`src/rm_edf_tick_scheduler_macros.svh`:
```
// Assertion macros used by the scheduler top module.
`ifndef RM_EDF_TICK_SCHEDULER_MACROS_SVH
`define RM_EDF_TICK_SCHEDULER_MACROS_SVH

// Implication checked on the same clock edge.
`define RMEDF_ASSERT_SAME(lbl, ante, cons) \
  lbl: assert property (@(posedge clk) disable iff (rst) (ante) |-> (cons)) \
    else $error("scheduler check failed");

// Implication checked on the following clock edge.
`define RMEDF_ASSERT_NEXT(lbl, ante, cons) \
  lbl: assert property (@(posedge clk) disable iff (rst) (ante) |=> (cons)) \
    else $error("scheduler check failed");

`endif

```
`src/rmedf_pkg.sv`:
```
package rmedf_pkg;

  localparam int DEF_MAX_TASKS = 8;
  localparam int DEF_MAX_JOBS  = 16;
  // Wide enough for the largest slot count the design supports.
  localparam int SLOT_IDX_W    = 8;

  localparam logic CMD_DEFINE = 1'b0;
  localparam logic CMD_TICK   = 1'b1;

  localparam logic REG_POLICY    = 1'b0;
  localparam logic REG_KILL_LATE = 1'b1;

  localparam logic POL_RM  = 1'b0;
  localparam logic POL_EDF = 1'b1;

  // Best job seen so far, handed from cell to cell.
  typedef struct packed {
    logic                  hit;
    logic [32:0]           key;
    logic [2:0]            task_id;
    logic [15:0]           job;
    logic [15:0]           done;
    logic [SLOT_IDX_W-1:0] idx;
  } cand_t;

  // Job written into a free slot on release.
  typedef struct packed {
    logic [2:0]  task_id;
    logic [15:0] job;
    logic [32:0] deadline;
    logic [15:0] period;
    logic [15:0] need;
  } slot_load_t;

  // Control broadcast to every slot cell.
  typedef struct packed {
    logic                  policy;
    logic                  kill_late;
    logic                  check;
    logic [31:0]           now;
    logic                  win;
    logic [SLOT_IDX_W-1:0] win_idx;
  } slot_ctrl_t;

endpackage

```
`src/rmedf_cell.sv`:
```
module rmedf_cell #(
  parameter int IDX = 0
) (
  input  logic                   clk,
  input  logic                   rst,
  input  rmedf_pkg::slot_ctrl_t  ctrl,
  input  logic                   load,
  input  rmedf_pkg::slot_load_t  load_data,
  input  rmedf_pkg::cand_t       cand_in,
  output rmedf_pkg::cand_t       cand_out,
  output logic                   valid,
  output logic                   miss
);
  import rmedf_pkg::*;

  logic        missed;
  logic [2:0]  task_id;
  logic [15:0] job;
  logic [32:0] deadline;
  logic [15:0] period;
  logic [15:0] need;
  logic [15:0] done;
  logic [32:0] key;
  logic        mine;

  assign key  = (ctrl.policy == POL_EDF) ? deadline : {17'd0, period};
  assign miss = valid && !missed && ctrl.check && ({1'b0, ctrl.now} >= deadline)
                && (done != need);

  // This slot takes over the chain when it strictly outranks the incoming best.
  always_comb begin
    mine = 1'b0;
    if (valid) begin
      if (!cand_in.hit) mine = 1'b1;
      else if (key != cand_in.key) mine = key < cand_in.key;
      else if (task_id != cand_in.task_id) mine = task_id < cand_in.task_id;
      else mine = job < cand_in.job;
    end
  end

  always_ff @(posedge clk) begin
    if (rst) begin
      valid        <= 1'b0;
      cand_out.hit <= 1'b0;
    end else begin
      if (mine) begin
        cand_out <= '{hit: 1'b1, key: key, task_id: task_id, job: job, done: done,
                      idx: SLOT_IDX_W'(IDX)};
      end else begin
        cand_out <= cand_in;
      end
      if (load) begin
        valid    <= 1'b1;
        missed   <= 1'b0;
        task_id  <= load_data.task_id;
        job      <= load_data.job;
        deadline <= load_data.deadline;
        period   <= load_data.period;
        need     <= load_data.need;
        done     <= 16'd0;
      end else if (ctrl.check) begin
        if (miss) missed <= 1'b1;
        valid <= valid && !(miss && ctrl.kill_late) && !(done >= need);
      end else if (ctrl.win && ctrl.win_idx == SLOT_IDX_W'(IDX)) begin
        done <= done + 16'd1;
      end
    end
  end
endmodule
```
`config.mk`:
```
export PLATFORM = sky130hd
export DESIGN_NAME = rmedf_cell
export DESIGN_NICKNAME = d
export VERILOG_FILES = /design/src/rm_edf_tick_scheduler_macros.svh /design/src/rmedf_pkg.sv /design/src/rmedf_cell.sv
export SDC_FILE = /design/constraint.sdc
export NUM_CORES = 1
export LEC_CHECK = 0
export BUFFER_PORTS_ARGS = -buffer_cell sky130_fd_sc_hd__buf_4
export CAP_MARGIN = 15
export CORE_ASPECT_RATIO = 0.6
export CORE_UTILIZATION = 56
export DETAILED_ROUTE_END_ITERATION = 7
export PLACE_DENSITY = 0.86
export SYNTH_ARGS = -nofsm -noshare
export SYNTH_HDL_FRONTEND = slang
export SYNTH_SLANG_ARGS = --single-unit
```
`constraint.sdc`:
```
create_clock -name clk -period 16.31 [get_ports clk]
set_clock_uncertainty 0.1 [all_clocks]
set_input_delay 3.262 -clock clk [delete_from_list [all_inputs] [get_ports clk]]
set_output_delay 3.262 -clock clk [all_outputs]
set_load 0.01 [all_outputs]
```
## After elaboration in Yosys (flattened, before gate mapping)

Index checks and enable logic that the tools add are counted.

- Bits in registers: 179
- Bits of input ports: 208
- Output and inout port bits: 79

- Add/subtract/negate cells: 1
- $lt $le $gt $ge: 5
- Equal/unequal tests: 4
- Mux-type cells: 12
- Bitwise logic cells: 1
- Reduce and logical (&&, ||, !) cells: 18

Operator list:

| kind | number |
|---|---|
| $mux W77 | 1 |
| $ge A32 B33 Y1 | 1 |
| $lt A33 B33 Y1 | 1 |
| $mux W33 | 1 |
| $ne A33 B33 Y1 | 1 |
| $mux W16 | 2 |
| $add A16 B1 Y16 const B | 1 |
| $ge A16 B16 Y1 | 1 |
| $lt A16 B16 Y1 | 1 |
| $ne A16 B16 Y1 | 1 |
| $logic_and A1 B1 Y1 | 8 |
| $logic_not A8 Y1 | 1 |
| $mux W1 | 8 |
| $reduce_and A3 Y1 | 2 |
| $reduce_bool A2 Y1 | 3 |
| $logic_not A1 Y1 | 3 |
| $lt A3 B3 Y1 | 1 |
| $ne A3 B3 Y1 | 1 |
| $ne A2 B1 Y1 const B | 1 |
| $reduce_and A2 Y1 | 1 |
| $not A1 Y1 | 1 |

## Longest topological paths before layout

Gate-level depths: netlist (run 1).

- Depth after elaboration: 11
- Depth in mapped cells: 13

## Worst setup path before layout (run 1)

No wires, ideal clock.

- Path kind: in2reg
- Start: input load
- End: register done[0] (enable)
- Arrival: 7.802 ns
- Path slack: 8.065 ns
- Stages on the path: 4
- Cells stage by stage: clkbuf_1 > inv_1 > nor2_1 > a31o_2

- Cells in the longest elaborated chain, start to end: 2
- Elaborated cells between the ends (all ways): 3
- Classes of those cells: eq/ne: 1; reduce/logical: 2

Ends and longest elaborated chain:

| element | RTL line | source |
|---|---|---|
| start: declaration | rmedf_cell.sv:7 | `input logic load,` |
| $ne A2 B1 Y1 (no line) or $reduce_bool A2 Y1 (tied branches) | n/a |  |
| $reduce_and A3 Y1 (no line) (*) | n/a |  |
| end signal: assignment | rmedf_cell.sv:65 | `done <= done + 16'd1;` |
| end: declaration | rmedf_cell.sv:22 | `logic [15:0] done;` |

Mark *: on every way between the ends. The rest lies on a longest branch, timed or not.
A chain may end at the register's enable or synchronous reset.

## Worst setup path after layout (run 1)

- Start: input ctrl[32] (netlist bit)
- End: output miss

- Cells in the longest elaborated chain, start to end: 3

Ends and longest elaborated chain:

| element | RTL line | source |
|---|---|---|
| start: declaration | rmedf_cell.sv:6 | `input rmedf_pkg::slot_ctrl_t ctrl,` |
| $ge A32 B33 Y1 | rmedf_cell.sv:27 | `assign miss = valid && !missed && ctrl.check && ({1'b0, ctrl.now} >= deadline)` |
| $logic_and A1 B1 Y1 | rmedf_cell.sv:27 |  |
| $logic_and A1 B1 Y1 | rmedf_cell.sv:28 | `&& (done != need);` |
| end: declaration | rmedf_cell.sv:12 | `output logic miss` |

No other way between the ends.

==> results of run 1 <==
metrics by stage:
step                util (%)  hold WS, ns  area (um2)
finish                 76.03       0.4834       12500
global route           76.03       0.5043       12500
CTS                    76.03       0.4888       12500
detailed placement     72.74       0.4718       11960
global placement       72.74       0.4632       11960
floorplan                  -       0.4394        9567
final timing paths:
kind                           from                      to  slack (ns)  depth (start not counted)
max                        ctrl[32]                    miss        7.71                          9
min                job[0]$_DFFE_PP_  cand_out[24]$_DFFE_PN_        0.48                          1
max reg2reg  deadline[15]$_DFFE_PP_  cand_out[40]$_DFFE_PN_       12.55                          9
min reg2reg        job[0]$_DFFE_PP_  cand_out[24]$_DFFE_PN_        0.48                          1
synthesized netlist by cell type (all sizes together), types with 2 or more instances:
master	number	area, um2
mux2	82	1036
o21ai	18	90.09
a221oi	2	17.52
and4	3	26.28
a211oi	4	30.03
a21o	15	112.6
a21oi	39	195.2
nor2b	9	56.30
inv	106	397.9
nor4	4	25.02
nand4	15	93.84
xnor2	6	52.55
nor4b	2	17.52
nor3	7	35.03
and2	27	168.9
edfxtp	177	5315
nand3	9	45.04
mux2i	2	20.02
xor2	4	35.03
nand2b	3	18.77
nand2	24	90.09
nor2	28	105.1
ha	100	1251
o211ai	3	22.52
or3	5	31.28
clkbuf	6	22.52
dfxtp	2	40.04
buf	8	67.56
routing by layer:
layer / vias up / wire length [um]
met2: 260 / 11270
met1: 3164 / 10430
met4: 0 / 426
li1: 3238 / -
met5: - / 0
met3: 32 / 1770
layout by cell type (no fill, tap or decap), drive strengths merged, types with 2 or more instances in the layout:
cell type	instances
nand2b	3
dfxtp	2
nor4b	2
inv	107
edfxtp	177
clkbuf	17
xnor2	6
clkinvlp	4
nand3	9
mux2	82
o21ai	18
nand4	15
nor4	4
a21o	15
nor2	28
nor2b	9
or3	5
ha	100
a211oi	4
xor2	4
mux2i	2
nand2	24
and4	3
o211ai	3
a21oi	39
buf	290
a221oi	2
and2	27
nor3	7
clkinv	8
flip-flops by register name (all words and copies together), names as in the netlist:
register / flops
cand_out: 77
deadline: 33
done: 16
job: 16
need: 16
period: 16
task_id: 3
missed: 1
valid: 1
area by class of cell:
| type | count | area [um2] | share of cell area, % |
|---|---|---|---|
| inverter | 106 | 399.1 | 3.193 |
| sequential | 179 | 5355 | 42.84 |
| clock inverter | 14 | 115.1 | 0.9209 |
| tap | 228 | 285.3 | 2.282 |
| multi-input combinational | 427 | 3742 | 29.94 |
| timing repair buffer | 290 | 2177 | 17.42 |
| clock buffer | 17 | 425.4 | 3.403 |
power groups by stage:
stage / registers, W / logic [W] / clock network, W
detailed placement: 0.000571 / 0.000209 / 0
global route: 0.000565 / 0.000231 / 0.000404
finish: 0.000562 / 0.000211 / 0.000383
global placement: 0.000570 / 0.000201 / 0
CTS: 0.000562 / 0.000211 / 0.000386
floorplan: 0.000578 / 0.000106 / 0
logic make-up after synthesis:
logic type      after synthesis
flops                       179
simple gates                139
buf+inv                     120
fa+ha+maj                   100
compound gates               94
mux                          84
xor+xnor                     10
==> impl_metrics.yaml, run 1 <==
outcome:
  outcome: "completed"
cts:
  cts_buffer_depth: 2
  postCtsResizedCells: 0
  htree_levels: 4
  clock_latency_ns: 0.42
  cts.sinks: 179
  cts_root_buf: "clkbuf_16"
  path_clk_slew_ns: 0.07
  holdBufCountCts: 0
  post_cts_buffers: 0
  cts_made_buffers: 17
  tritoncts: "done"
power_and_ir_drop:
  switchingPower_w: 0.0002865
  power_w: 0.001156
  switching_share_pct: 24.79
  ir_drop_mv: 0.08001
  pwr-share-seq_pct: 48.6
  p_int_w: 0.0008694
  p_leak_nw: 5.691
  combPwrFrac_pct: 18.2
  power.share.clock_pct: 33.2
  p_per_area_nw_per_um2: 92.48
hold_path:
  hold_class: "reg -> reg"
placed_design:
  gp_congestion: 0.8407
  dp_slack_ns: 7.780
  dp_cells: 1230
  hpwl_mm: 18.19
  numPortBuffers: 286
run:
  max_cap_violations: 0
global_routing:
  grt_overflow_total: 0
  grt_use_met1_pct: 35.95
  grt_antenna_before_repair: 0
  grt_first_pass_wirelength_mm: 35.62
  grt_most_used_layer: "met2"
  grt_usage_pct: 27.53
  grt.met3_usage_pct: 6.317
  grtUsageMet2_pct: 46.15
  first_global_vias: 6807
  grt_max_degree: 66
sta:
  rsz0062_at_grt: "false"
  max_freq_mhz: 116.3
  fin_tns_setup_ns: 0
  slew-limit-headroom_pct: 41.30
  hold_violations: 0
  finalCritPeriodShare_pct: 52.72
  slew_violations: 0
  setup_viol_count_final: 0
  worstMarginPinSlew_ns: 0.8805
  finalCriticalPeriod_ns: 8.598
  worst_slack_ns: 7.712
worst_setup_path:
  worstPathCellList: "buf_4, ha_1, nand4_1, nor4_1, a31oi_1, o21ai_0, a21oi_1, a21oi_1, buf_4"
  critical-path-top-delay-family: "simple AND/OR/NAND/NOR gates"
  critPathKind: "in -> out"
  path_max_fanout: 3
  crit_path_start_kind: "input port"
  cp_num_buf_inv: 2
  cp_slowest_stage_delay_ns: 0.57
  required_ns: 12.95
  critPathArrivalTime_ns: 5.24
  slowest_stage: "nor4_1"
  end_kind: "output pin"
routing:
  wire_per_inst_um: 18.95
  route.vias.total: 6694
  ant_nets: 0
  drc: 0
  drtPass1Iterations: 5
  viasPerCell: 5.308
  drt-initial-drc-count: 448
  wirelength_mm: 23.90
logic_synthesis:
  synth_top_family_by_area: "adder cells"
  async_flop_share_pct: 0
  synth.yosys.seq_area_share_pct: 55.98
  synth.area.mux_share_pct: 11.04
  synth_edf_count: 177
  syn_avg_cell_area_um2: 13.18
  synth_compound_area_share_pct: 6.212
  synthCells: 726
  synthesis.nets: 1034
  synthXorXnorAreaFrac_pct: 0.9155
  synth_warnings: 0
  synth_seq_cells: 179
  synth.distinct_cells: 50
  netlist_area_um2: 9567
  synthSimpleGateAreaFrac_pct: 7.677
  synthAdderAreaFrac_pct: 13.08
  yosys_most_used_dff: "edfxtp_1"
die:
  fp-row-count: 36
  die_area_um2: 17630
  die_x_um: 170.7
  io_pins: 287
  core_um2: 16440
  die_h_um: 103.2
  initial_utilization_pct: 58.19
layout:
  area_growth_pct: 30.66
  antenna_cells: 0
  drive_above_1_share_pct: 39.01
  nFillCells: 1058
  final_nets: 1329
  fin_cells: 1261
Power figures use the tool's default switching activity.
==> inputs of run 2 (changes only) <==
Settings changed: CORE_UTILIZATION 56 to 47, PLACE_DENSITY 0.86 to 0.77.
Clock period 16.31 ns to 7 ns, I/O delays scaled along.
==> impl_metrics.yaml, run 2 (synthesis results as in run 1) <==
outcome:
  outcome: "completed"
worst_setup_path:
  cp.depth: 9
  slowest_stage: "nor4_1"
  cp_num_buf_inv: 2
  end_kind: "output pin"
  cp_slowest_stage_delay_ns: 0.54
  critPathKind: "in -> out"
  crit_path_start_kind: "input port"
  reg2reg_from: "deadline[15]$_DFFE_PP_"
  r2r_cells: 9
  worstPathCellList: "buf_4, ha_1, nand4_1, nor4_1, a31oi_1, o21ai_0, a21oi_1, a21oi_1, buf_4"
  path_max_fanout: 3
  required_ns: 5.50
  critPathArrivalTime_ns: 3.42
  critical-path-top-delay-family: "simple AND/OR/NAND/NOR gates"
  startpoint: "ctrl[32]"
die:
  die_x_um: 186.2
  initial_utilization_pct: 49.14
  io_pins: 287
  fp-row-count: 39
  core_um2: 19470
  die_area_um2: 20950
  die_h_um: 112.5
hold_path:
  hold_start: "task_id[0]$_DFFE_PP_"
  hold_class: "reg -> reg"
  whs_path_depth: 1
sta:
  worstMarginPinSlew_ns: 0.8874
  slew-limit-headroom_pct: 40.84
  slew_violations: 0
  finalCriticalPeriod_ns: 4.922
  hold_violations: 0
  worst_slack_ns: 2.078
  setup_viol_count_final: 0
  rsz0062_at_grt: "false"
  finalCritPeriodShare_pct: 70.32
  fin_tns_setup_ns: 0
  max_freq_mhz: 203.2
cts:
  postCtsResizedCells: 0
  cts_buffer_depth: 2
  cts_root_buf: "clkbuf_16"
  path_clk_slew_ns: 0.07
  post_cts_buffers: 0
  clock_latency_ns: 0.44
  tritoncts: "done"
  cts.sinks: 179
  holdBufCountCts: 0
  htree_levels: 4
  cts_made_buffers: 17
layout:
  final_cell_mix: "buf_4, edfxtp_1, inv_1, ha_1, mux2_2"
  final_area_um2: 12650
  drive_above_1_share_pct: 39.26
  final_nets: 1329
  area_growth_pct: 32.20
  largest_reg_flops: 77
  regMostFlops: "cand_out"
  antenna_cells: 0
  nFillCells: 1498
  reg.largest.list: "cand_out x77, deadline x33"
  final_common_cell: "buf_4"
global_routing:
  first_global_vias: 6677
  grt_first_pass_wirelength_mm: 36.14
  grt_usage_pct: 23.44
  grt_max_degree: 72
  grt_antenna_before_repair: 0
  grt_overflow_total: 0
routing:
  ant_nets: 0
  wire_per_inst_um: 18.59
  drtPass1Iterations: 5
  drt-initial-drc-count: 377
  drc: 0
  viasPerCell: 5.134
  route.vias.total: 6674
  wirelength_mm: 24.16
placed_design:
  dp_slack_ns: 1.953
  post_dp_cell_area_um2: 12020
  gp_congestion: 0.8719
  numPortBuffers: 286
  hpwl_mm: 18.36
power_and_ir_drop:
  p_per_area_nw_per_um2: 224.0
  ir_drop_mv: 0.2722
  p_leak_nw: 5.746
run:
  max_cap_violations: 0
[run 2: cell count changes in the layout (fill, tap and decap cells not counted), sizes merged]
cell / previous run / this run
inv: 107 / 109
clkinv: 8 / 6
bufinv: 1 / 4
clkinvlp: 4 / 2
[run 2: layout make-up]
class | instances | area [um2] | area share (%)
clock buffers | 17 | 425.4 | 3.364
well taps | 266 | 332.8 | 2.632
inverters | 106 | 399.1 | 3.156
multi-input cells | 427 | 3742 | 29.59
flip-flops and latches | 179 | 5355 | 42.34
clock inverters | 15 | 202.7 | 1.603
repair buffers | 290 | 2190 | 17.31
[run 2: final timing paths]
check	to	slack (ns)
worst max-delay path	miss	2.08
worst min register to register	cand_out[40]$_DFFE_PN_	0.48
worst max register to register	cand_out[41]$_DFFE_PN_	3.41
worst min-delay path	cand_out[40]$_DFFE_PN_	0.48
[run 2: per-layer routing]
layer / vias up / track usage, % / wire, um
met5: - / 0 / 0
met4: 0 / 6.995 / 391
met3: 27 / 5.451 / 1886
met2: 289 / 36.29 / 10910
met1: 3117 / 32.77 / 10980
li1: 3241 / - / -
[run 2: report_power, final]
group	switching [W]	total [W]	internal [W]
Combinational	0.000223	0.000488	0.000265
Sequential	0.0000358	0.00131	0.00128
Clock	0.000432	0.00103	0.000601
[run 2: stage by stage]
stage / power [W] / std cells / hold slack (ns) / util (%)
3_5_place_dp: 0.001823 / 1268 / 0.4718 / 61.73
6_report: 0.002833 / 1300 / 0.4845 / 64.96
2_1_floorplan: 0.001592 / 726 / 0.4394 / -
3_3_place_gp: 0.001810 / 1268 / 0.4582 / 61.73
4_1_cts: 0.002855 / 1300 / 0.4915 / 64.96
5_1_grt: 0.002944 / 1300 / 0.5038 / 64.96
[run 2: worst reg2reg max path, cell delays in order, from the launching register on]
cell and delay [ns]:
edfxtp_1 0.41, mux2_2 0.30, ha_1 0.33, nand4_1 0.18, nor3_1 0.29, o21ai_1 0.12, a221o_1 0.33, a32oi_4 0.39
buf_12 0.42, mux2_2 0.48
