## config.mk

```make
export PLATFORM = sky130hd
export DESIGN_NAME = rmedf_mod
export DESIGN_NICKNAME = d
export VERILOG_FILES = /design/src/rm_edf_tick_scheduler_macros.svh /design/src/rmedf_mod.sv
export SDC_FILE = /design/constraint.sdc
export NUM_CORES = 1
export LEC_CHECK = 0
export BUFFER_PORTS_ARGS = -buffer_cell sky130_fd_sc_hd__buf_2
export CAP_MARGIN = 5
export CORE_MARGIN = 8
export CORE_UTILIZATION = 45
export DETAILED_ROUTE_END_ITERATION = 6
export GPL_ROUTABILITY_DRIVEN = 0
export HOLD_SLACK_MARGIN = 0.05
export PLACE_DENSITY_LB_ADDON = 0.1
export SLEW_MARGIN = 10
export SYNTH_ARGS = -nofsm -noshare
export SYNTH_HDL_FRONTEND = slang
export SYNTH_SLANG_ARGS = --single-unit
```

## constraint.sdc

```tcl
create_clock -name clk -period 4 [get_ports clk]
set_input_delay 0.4 -clock clk [delete_from_list [all_inputs] [get_ports clk]]
set_output_delay 0.4 -clock clk [all_outputs]
set_load 0.005 [all_outputs]
```

## src/rm_edf_tick_scheduler_macros.svh

```systemverilog
// Assertion macros used by the scheduler top module.
`ifndef RM_EDF_TICK_SCHEDULER_MACROS_SVH
`define RM_EDF_TICK_SCHEDULER_MACROS_SVH

// Implication checked on the same clock edge.
`define RMEDF_ASSERT_SAME(lbl, ante, cons) \
  lbl: assert property (@(posedge clk) disable iff (rst) (ante) |-> (cons)) \
    else $error("scheduler check failed");

// Implication checked on the following clock edge.
`define RMEDF_ASSERT_NEXT(lbl, ante, cons) \
  lbl: assert property (@(posedge clk) disable iff (rst) (ante) |=> (cons)) \
    else $error("scheduler check failed");

`endif

```

## src/rmedf_mod.sv

```systemverilog
module rmedf_mod (
  input  logic        clk,
  input  logic        rst,
  input  logic        start,
  input  logic [31:0] dividend,
  input  logic [15:0] divisor,
  output logic        done,
  output logic        rem_zero
);
  // Restoring remainder, one dividend bit per cycle.
  logic [16:0] rem;
  logic [31:0] dvd;
  logic [5:0]  cnt;
  logic        run;
  logic [16:0] rem_sh;
  logic [16:0] rem_next;

  assign rem_sh   = {rem[15:0], dvd[31]};
  assign rem_next = (rem_sh >= {1'b0, divisor}) ? rem_sh - {1'b0, divisor} : rem_sh;
  assign rem_zero = (rem == 17'd0);

  always_ff @(posedge clk) begin
    if (rst) begin
      run  <= 1'b0;
      done <= 1'b0;
      cnt  <= 6'd0;
    end else begin
      done <= 1'b0;
      if (start) begin
        run <= 1'b1;
        cnt <= 6'd0;
        rem <= 17'd0;
        dvd <= dividend;
      end else if (run) begin
        rem <= rem_next;
        dvd <= {dvd[30:0], 1'b0};
        cnt <= cnt + 6'd1;
        if (cnt == 6'd31) begin
          run  <= 1'b0;
          done <= 1'b1;
        end
      end
    end
  end
endmodule

```

Word-level counts from Yosys, hierarchy flattened. Cells that the tools add are included.

Bits in registers: 57. Input port bits: 51. Output and inout bits: 2. Word-level logic and storage cells: 24.

Add/sub/neg operators: 2. $lt $le $gt $ge: 1. Eq/ne operators: 1. Mux-type cells: 8. Bitwise operators: 2. Reduce and logical (&&, ||, !) cells: 5.

Operators with widths (number): $mux W32 (2); $mux W17 (2); $ge A17 B16 Y1 (1); $logic_not A17 Y1 (1); $sub A17 B16 Y17 (1); $add A6 B1 Y6 const B (1); $eq A6 B5 Y1 const B (1); $mux W1 (4); $reduce_or A3 Y1 (1); $not A1 Y1 (2); $reduce_and A2 Y1 (1); $reduce_bool A2 Y1 (1); $reduce_or A2 Y1 (1).

Logic depth before layout (Yosys ltp). Gate-level depths: netlist of the first run.

Depth after elaboration: 4. Mapped depth: 12. Gate-level depth less buffers: 11.

Least setup slack after synthesis of the first run. Ideal clock, no wire load.

Path type: input -> register. Start: input port start. End: register dvd[0], enable pin. Library setup time: 0.456 ns. Data arrival time: 3.061 ns. Data required time: 3.544 ns. Setup slack: 0.483 ns. Stages on the path: 4. Buffers on the path: 2. Path through: clkbuf_1 clkbuf_1 nor2_1 nor2_1.

Word-level cells in the longest chain between the ends: 2.

Ends and longest elaborated chain: start: declaration (RTL line rmedf_mod.sv:4) `input logic start,`; $reduce_bool A2 Y1 (no line); $reduce_and A2 Y1 (no line); end signal: assignment (RTL line rmedf_mod.sv:33) `dvd <= dividend;`; end signal: assignment (RTL line rmedf_mod.sv:36) `dvd <= {dvd[30:0], 1'b0};`; end: declaration (RTL line rmedf_mod.sv:12) `logic [31:0] dvd;`.

No other way between the ends. A chain may end at the register's enable or synchronous reset.

Final worst setup path of the first run.
Start: register dvd[31]. End: register rem[16] (data pin).

Word-level cells in the longest chain between the ends: 3. Elaborated cells between the ends (all ways): 4. Classes of those cells: add/sub (1); order compare (1); mux (2).

Ends and longest elaborated chain: $sub A17 B16 Y17 or $ge A17 B16 Y1 (tied branches) (RTL line rmedf_mod.sv:19) `assign rem_next = (rem_sh >= {1'b0, divisor}) ? rem_sh - {1'b0, divisor} : rem_sh;`; $mux W17 * (RTL line rmedf_mod.sv:19); $mux W17 * (RTL line rmedf_mod.sv:34) `end else if (run) begin`; end signal: assignment (RTL line rmedf_mod.sv:35) `rem <= rem_next;`; end: declaration (RTL line rmedf_mod.sv:11) `logic [16:0] rem;`.

Mark *: on every way between the ends. The rest lies on a longest branch, timed or not. The select of a mux whose other input is x is not followed.

==> results of run 1 <==
==> synth_stat cells, drive strengths merged, types with 2 or more instances <==
cell    count
nand3      10
ha         17
xor2        6
a21o        6
and3        2
edfxtp     49
inv        19
o21ai       9
nand4       6
nor2b       2
nor2       26
mux2       31
nand2      18
o21a        4
xnor2       7
buf         7
dfxtp       8
clkbuf      8
mux2i       8
a211oi      4
a21oi      23
o21bai      2
a21boi      3
nor3        6
nor4        7
or3         4
==> area by class of cell <==
| type | count | area (µm²) | area share (%) |
|---|---|---|---|
| clock inverter | 6 | 58.8 | 1.48 |
| clock buffer | 10 | 128 | 3.22 |
| sequential | 57 | 1630 | 41.2 |
| inverter | 19 | 71.3 | 1.80 |
| tap | 102 | 128 | 3.22 |
| timing repair buffer | 55 | 283 | 7.14 |
| multi-input combinational | 217 | 1660 | 41.9 |
==> sequential cells by signal (all words and copies together), names as in the netlist <==
register  cells
dvd          32
done          1
run           1
rem          17
cnt           6
==> metal layers <==
metal | share of wire [%] | routed length (µm) | vias up
li1 | - | - | 1244
met1 | 49 | 3470 | 1143
met2 | 45 | 3190 | 45
met3 | 4.3 | 310 | 17
met4 | 2.0 | 144 | 2
met5 | 0.14 | 10 | -
==> through the flow <==
step	setup slack (ns)	instance area (µm²)	utilization, %
after floorplan	0.483	3440	-
after global placement	1.13	3770	49.9
after detailed placement	1.10	3770	49.9
after CTS	1.11	3960	52.3
after global routing	0.805	3960	52.3
final	1.12	3960	52.3
==> worst max-delay path: cells and delay by family (launching register included) <==
kind / cells / cell delay, ns
AO/OA/AOI/OAI: 4 / 1.06
AND/OR/NAND/NOR: 3 / 0.57
flip-flops: 1 / 0.38
adder cells (fa/ha/maj): 2 / 0.58
buffers and inverters: 2 / 0.12
==> power groups by stage <==
| stage | Combinational, mW | Clock [mW] | Sequential, mW |
|---|---|---|---|
| 4_1_cts | 0.347 | 0.526 | 0.727 |
| 6_report | 0.343 | 0.513 | 0.727 |
| 3_3_place_gp | 0.345 | 0 | 0.739 |
| 5_1_grt | 0.389 | 0.547 | 0.731 |
| 2_1_floorplan | 0.273 | 0 | 0.729 |
| 3_5_place_dp | 0.345 | 0 | 0.739 |
==> how the worst max path moves through the flow <==
stage / start / end / slack, ns / depth (start not counted)
final: dvd[31] / rem[16] / 1.12 / 11
after global routing: dvd[31] / rem[16] / 0.80 / 11
after CTS: dvd[31] / rem[16] / 1.11 / 11
after detailed placement: divisor[0] / rem[16] / 1.10 / 11
after global placement: divisor[0] / rem[16] / 1.13 / 11
after floorplan: start / dvd[0] / 0.48 / 4
==> kinds of logic (layout without fill, tap and decap cells) <==
logic type | after synthesis | after routing
flip-flops | 57 | 57
AO/OA/AOI/OAI | 58 | 58
multiplexers | 39 | 39
adder cells (fa/ha/maj) | 18 | 18
AND/OR/NAND/NOR | 89 | 89
buffers and inverters | 34 | 90
XOR/XNOR | 13 | 13
==> impl_metrics.yaml, run 1 <==
run_status:
  outcome: "complete, no violations"
final_layout:
  antenna_cells: 0
  post_route_cells_drive_above_1_share_pct: 32.1
  most-common-layout-cells: "52 x sky130_fd_sc_hd__buf_2, 49 x sky130_fd_sc_hd__edfxtp_1, 31 x sky130_fd_sc_hd__mux2_2, 25 x sky130_fd_sc_hd__nor2_1, 20 x sky130_fd_sc_hd__a21oi_1"
  finish.cell_count_without_fillers: 466
  finalNetCount: 428
  synth_to_layout_area_growth_pct: 15.2
  n_fill_cell: 707
  final_common_cell: "sky130_fd_sc_hd__buf_2"
hold_path:
  hold_path.class: "in -> reg"
  hold-path-cell-count: 2
  hold_start: "rst"
  hold_path_end: "run"
synth:
  post_synth_fa_ha_maj_area_fraction_pct: 6.77
  synthMuxAreaShare_pct: 12.5
  synth_cells: 308
  synth_area_per_cell_um2: 11.2
  dominantRegCellSynth: "sky130_fd_sc_hd__edfxtp_1"
  yosys.cell_types.count: 51
  post_synth_and_or_nand_nor_area_fraction_pct: 13.3
  synth_nets: 377
  post_synthesis_sequential_area_ratio_pct: 47.4
  synth_compound_area_share_pct: 12.3
  synth-warning-count: 0
  synth_top_family_by_area: "simple AND/OR/NAND/NOR gates"
  netlist.area_leader.share_pct: 42.8
  number_of_storage_elements_in_the_synthesis_netlist: 57
  netlist_top_cells_area: "sky130_fd_sc_hd__edfxtp_1 43%, sky130_fd_sc_hd__mux2_2 10%, sky130_fd_sc_hd__ha_1 6.2%, sky130_fd_sc_hd__dfxtp_1 4.7%, sky130_fd_sc_hd__a21oi_1 2.9%"
  asyncSetResetFlopFracSynth_pct: 0
  area_leader_netlist: "sky130_fd_sc_hd__edfxtp_1"
  synth_enable_flop_cells: 49
  synthXorXnorAreaFrac_pct: 3.31
  netlist_area_mm2: 0.00344
power:
  power_leakage_nw: 1.61
  power.total_mw: 1.58
  p_sw_share_pct: 27.8
  share_clk_of_total_power_pct: 32.4
  power_frac_comb_pct: 21.7
  ir_drop_worst_case_vdd_uv: 209
  power_frac_seq_pct: 45.9
  internal_power_mw: 1.14
  power_switching_mw: 0.440
  power.density_mw_per_mm2: 400
timing:
  clock.fmax_mhz: 348
  timing.final.hold_violations: 0
  final_period_util_pct: 71.9
  rsz_0062_raised_after_global_routing: "no"
  slew_headroom_pct: 39.5
  final-setup-viol-count: 0
  hold_slack_ns: 0.333
  max_slew.worst_pin.slew_ns: 0.905
  finClkSkew_ns: 0.00773
  setup_total_negative_slack_ns: 0
  layout_min_cycle_time_ns: 2.88
  slew_violations: 0
clock_network:
  post_cts_resized: 0
  clockRootBuffer: "sky130_fd_sc_hd__clkbuf_8"
  cts_tree: "built"
  worstSkewPairLatency_ns: 0.32
  post_cts_buffers: 0
  cts_buffer_depth: 2
  cts_sinks: 57
  cts_stage_hold_buffer_count: 0
  cts_htree_levels: 3
  cts_made_buffers: 9
  clkTransAtPathRegs_ns: 0.07
worst_setup_path:
  worstReg2RegEnd: "rem[16]"
  path_cells: "inv_1 -> ha_1 -> inv_1 -> fa_1 -> a211oi_2 -> nor3_1 -> o311ai_1 -> nand3_1 -> a21o_1 -> or3b_1 -> a21oi_1"
  timing.critical_path.required_ns: 4.17
  worstSetupStartpointType: "flop"
  crit-reg2reg-launch: "dvd[31]"
  worst-endpoint-arrival_ns: 3.05
  worstSetupEndpointType: "flop"
  crit_top_cell: "sky130_fd_sc_hd__inv_1"
  rrSetupSlack_ns: 1.12
  worst-r2r-cell-count: 11
  timing.critical_path.slowest_cell_delay_ns: 0.44
  criticalPathCategory: "reg -> reg"
  crit_path_max_fanout: 3
  crit_path_top_delay_cell: "sky130_fd_sc_hd__o311ai_1"
routing:
  via_count: 2451
  vias_per_cell: 5.26
  ant_nets: 0
  detailed_route_iter0_violations: 108
  detail_route.drc_violations: 0
  drt-wirelength-per-cell_um: 15.3
  finalWirelength_um: 7130
  detailedRoute.firstPassIterationCount: 4
global_routing:
  grt_max_degree: 54
  initial_antenna_violation_count: 1
  gr-usage-met2_pct: 22.0
  first_pass_grt_wire_length_um: 12100
  grt.met1_usage_pct: 19.4
  met3_usage_pct: 3.61
  grt_pass1_vias: 2528
  globalRoute.totalOverflow: 0
  grt_util_all_layers_pct: 14.6
  globalRoute.busiestLayer: "met2"
floorplan:
  core_area_mm2: 0.00757
  die-height_um: 103
  width_of_the_chip_um: 103
  start_util_pct: 45.5
  die_area_mm2: 0.0107
  floorplan.rows: 32
  ios: 53
placement:
  placement.io_buffers: 52
  hpwl_um: 5280
  dp_cells: 450
job:
  maxCapViolations: 0
Power figures use the tool's default switching activity.
==> inputs of run 2 (changes only) <==
- ABC_AREA: not set -> 1
- clock period: 4 -> 3 ns (I/O delays scaled with it)
==> impl_metrics.yaml, run 2 <==
timing:
  slew_violations: 0
  timing.final.hold_violations: 0
  slew_headroom_pct: 57.5
  final_period_util_pct: 75.6
  finClkSkew_ns: 0.00894
  setup_total_negative_slack_ns: 0
  rsz_0062_raised_after_global_routing: "no"
  clock.fmax_mhz: 441
  final-setup-viol-count: 0
  max_slew.worst_pin.slew_ns: 0.638
  layout_min_cycle_time_ns: 2.27
hold_path:
  hold-path-cell-count: 3
  hold_path.class: "in -> reg"
  hold_start: "dividend[0]"
  hold_path_end: "dvd[0]"
synth:
  number_of_storage_elements_in_the_synthesis_netlist: 57
  synth_enable_flop_cells: 49
  synth_compound_area_share_pct: 1.96
  post_synth_fa_ha_maj_area_fraction_pct: 6.08
  synth_cells: 527
  synth_area_per_cell_um2: 7.26
  area_leader_netlist: "sky130_fd_sc_hd__edfxtp_1"
  synthMuxAreaShare_pct: 0
  netlist.area_leader.share_pct: 38.5
  cell_with_the_most_instances_after_synthesis: "sky130_fd_sc_hd__nand2_1"
  synthXorXnorAreaFrac_pct: 1.83
  synth-warning-count: 0
  ys_top_cells_by_count: "216 x sky130_fd_sc_hd__nand2_1, 83 x sky130_fd_sc_hd__inv_1, 49 x sky130_fd_sc_hd__edfxtp_1"
  dominantRegCellSynth: "sky130_fd_sc_hd__edfxtp_1"
  synth_nets: 596
  netlist_area_mm2: 0.00383
  asyncSetResetFlopFracSynth_pct: 0
  post_synth_and_or_nand_nor_area_fraction_pct: 37.0
  yosys.cell_types.count: 34
  post_synthesis_sequential_area_ratio_pct: 42.6
  synth_top_family_by_area: "simple AND/OR/NAND/NOR gates"
  netlist_top_cells_area: "sky130_fd_sc_hd__edfxtp_1 38%, sky130_fd_sc_hd__nand2_1 21%, sky130_fd_sc_hd__inv_1 8.1%, sky130_fd_sc_hd__ha_1 5.6%, sky130_fd_sc_hd__nor2_1 4.4%"
routing:
  detailedRoute.firstPassIterationCount: 4
  finalWirelength_um: 8640
  vias_per_cell: 4.72
  via_count: 3259
  detail_route.drc_violations: 0
  drt-wirelength-per-cell_um: 12.5
  detailed_route_iter0_violations: 147
  ant_nets: 0
final_layout:
  max_flop_register: "dvd"
  most-common-layout-cells: "216 x sky130_fd_sc_hd__nand2_1, 83 x sky130_fd_sc_hd__inv_1, 52 x sky130_fd_sc_hd__buf_2, 49 x sky130_fd_sc_hd__edfxtp_1, 45 x sky130_fd_sc_hd__nor2_1"
  antenna_cells: 0
  finalNetCount: 650
  largest_reg_flops: 32
  utilization_pct: 53.1
  final_common_cell: "sky130_fd_sc_hd__nand2_1"
  registers_with_the_highest_flip_flop_counts: "dvd x32, rem x17, cnt x6"
  synth_to_layout_area_growth_pct: 14.1
  post_route_cells_drive_above_1_share_pct: 15.4
worst_setup_path:
  worst-r2r-cell-count: 10
  worst-endpoint-arrival_ns: 2.45
  crit_top_cell: "sky130_fd_sc_hd__nor2_1"
  worstSetupStartpointType: "flop"
  crit_path_max_fanout: 17
  timing.critical_path.slowest_cell_delay_ns: 0.43
  worstReg2RegEnd: "rem[11]"
  rrSetupSlack_ns: 0.73
  worstSetupEndpointType: "flop"
  crit-reg2reg-launch: "rem[13]"
  path_cells: "ha_1 -> a21oi_2 -> nor2_1 -> nor2_1 -> nand2_1 -> nor2_4 -> nand2_4 -> inv_4 -> nor2_1 -> nor2_1"
  criticalPathCategory: "reg -> reg"
  timing.critical_path.required_ns: 3.18
  crit_path_top_delay_cell: "sky130_fd_sc_hd__edfxtp_1"
global_routing:
  grt_pass1_vias: 3240
  grt_max_degree: 51
  grt_util_all_layers_pct: 15.5
  first_pass_grt_wire_length_um: 14600
  initial_antenna_violation_count: 1
  globalRoute.totalOverflow: 0
floorplan:
  start_util_pct: 46.6
  ios: 53
  die_area_mm2: 0.0117
  floorplan.rows: 33
  width_of_the_chip_um: 108
  die-height_um: 108
  core_area_mm2: 0.00822
clock_network:
  cts_sinks: 57
  cts_made_buffers: 9
  cts_htree_levels: 3
  post_cts_resized: 0
  cts_stage_hold_buffer_count: 0
  clockRootBuffer: "sky130_fd_sc_hd__clkbuf_8"
  clkTransAtPathRegs_ns: 0.07
  worstSkewPairLatency_ns: 0.33
  cts_tree: "built"
  cts_buffer_depth: 2
  post_cts_buffers: 0
run_status:
  outcome: "complete, no violations"
power:
  power_leakage_nw: 2.30
  power.density_mw_per_mm2: 505
  ir_drop_worst_case_vdd_uv: 353
job:
  maxCapViolations: 0
placement:
  hpwl_um: 6530
  placement.io_buffers: 52
[run 2: cell types whose count changed after synthesis, moves of 8 or more]
cell                      previous run  this run
sky130_fd_sc_hd__nand2_1            18       216
sky130_fd_sc_hd__mux2i_1             8         0
sky130_fd_sc_hd__mux2_2             31         0
sky130_fd_sc_hd__inv_1              19        83
sky130_fd_sc_hd__a21oi_1            20        10
sky130_fd_sc_hd__nor2_1             26        45
sky130_fd_sc_hd__nor2_2              0         9
sky130_fd_sc_hd__nand3_1             8        31
[run 2: worst max-delay path by stage]
stage | startpoint | to | slack [ns] | cells after the start
after floorplan | run | dvd[0] | 0.67 | 2
after global placement | dvd[31] | rem[16] | 0.74 | 14
after detailed placement | rem[13] | rem[11] | 0.72 | 10
after CTS | rem[13] | rem[11] | 0.71 | 10
after global routing | rem[13] | rem[11] | 0.52 | 10
final | rem[13] | rem[11] | 0.73 | 10
[run 2: critical path: cells and delay by family (launching register included)]
kind | cells | cell delay (ns)
and+or+nand+nor | 7 | 0.91
DFF | 1 | 0.43
adders and majority gates | 1 | 0.39
AOI/OAI and AO/OA | 1 | 0.20
buffers and inverters | 1 | 0.19
[run 2: layout make-up]
cell class	count	area (µm²)
clock buffers	10	128
inverters	85	322
clock inverters	6	67.6
fillers	820	3850
well taps	105	131
flip-flops and latches	57	1630
repair buffers	55	283
multi-input cells	373	1800
[run 2: report_power, final]
group | leakage (nW) | total (mW) | internal, mW | switching, mW
logic | 1.66 | 0.534 | 0.193 | 0.342
clock network | 0.0929 | 0.707 | 0.386 | 0.321
registers | 0.539 | 0.961 | 0.934 | 0.0271
[run 2: metal layers]
layer / global-route usage [%] / part of all wire (%) / vias to the layer above
met2: 24.8 / 47 / 65
li1: - / - / 1748
met3: 3.39 / 4.9 / 9
met5: 0 / 0.093 / -
met4: 6.34 / 1.2 / 2
met1: 19.9 / 47 / 1435
[run 2: stage by stage]
| step | power [mW] | area (µm²) | setup slack, ns | cells | hold WS, ns |
|---|---|---|---|---|---|
| CTS | 2.22 | 4370 | 0.707 | 691 | 0.213 |
| detailed placement | 1.51 | 4170 | 0.720 | 675 | 0.477 |
| floorplan | 1.38 | 3830 | 0.673 | 527 | 0.452 |
| global route | 2.34 | 4370 | 0.521 | 691 | 0.225 |
| global placement | 1.51 | 4170 | 0.744 | 675 | 0.471 |
| finish | 2.20 | 4370 | 0.731 | 691 | 0.230 |
[run 2: kinds of logic (layout without fill, tap and decap cells)]
kind of cell	after synthesis	after routing
DFF	57	57
adders and majority gates	18	18
AOI/OAI and AO/OA	14	14
xor gates and xnor gates	8	8
and+or+nand+nor	333	333
buffers and inverters	97	156
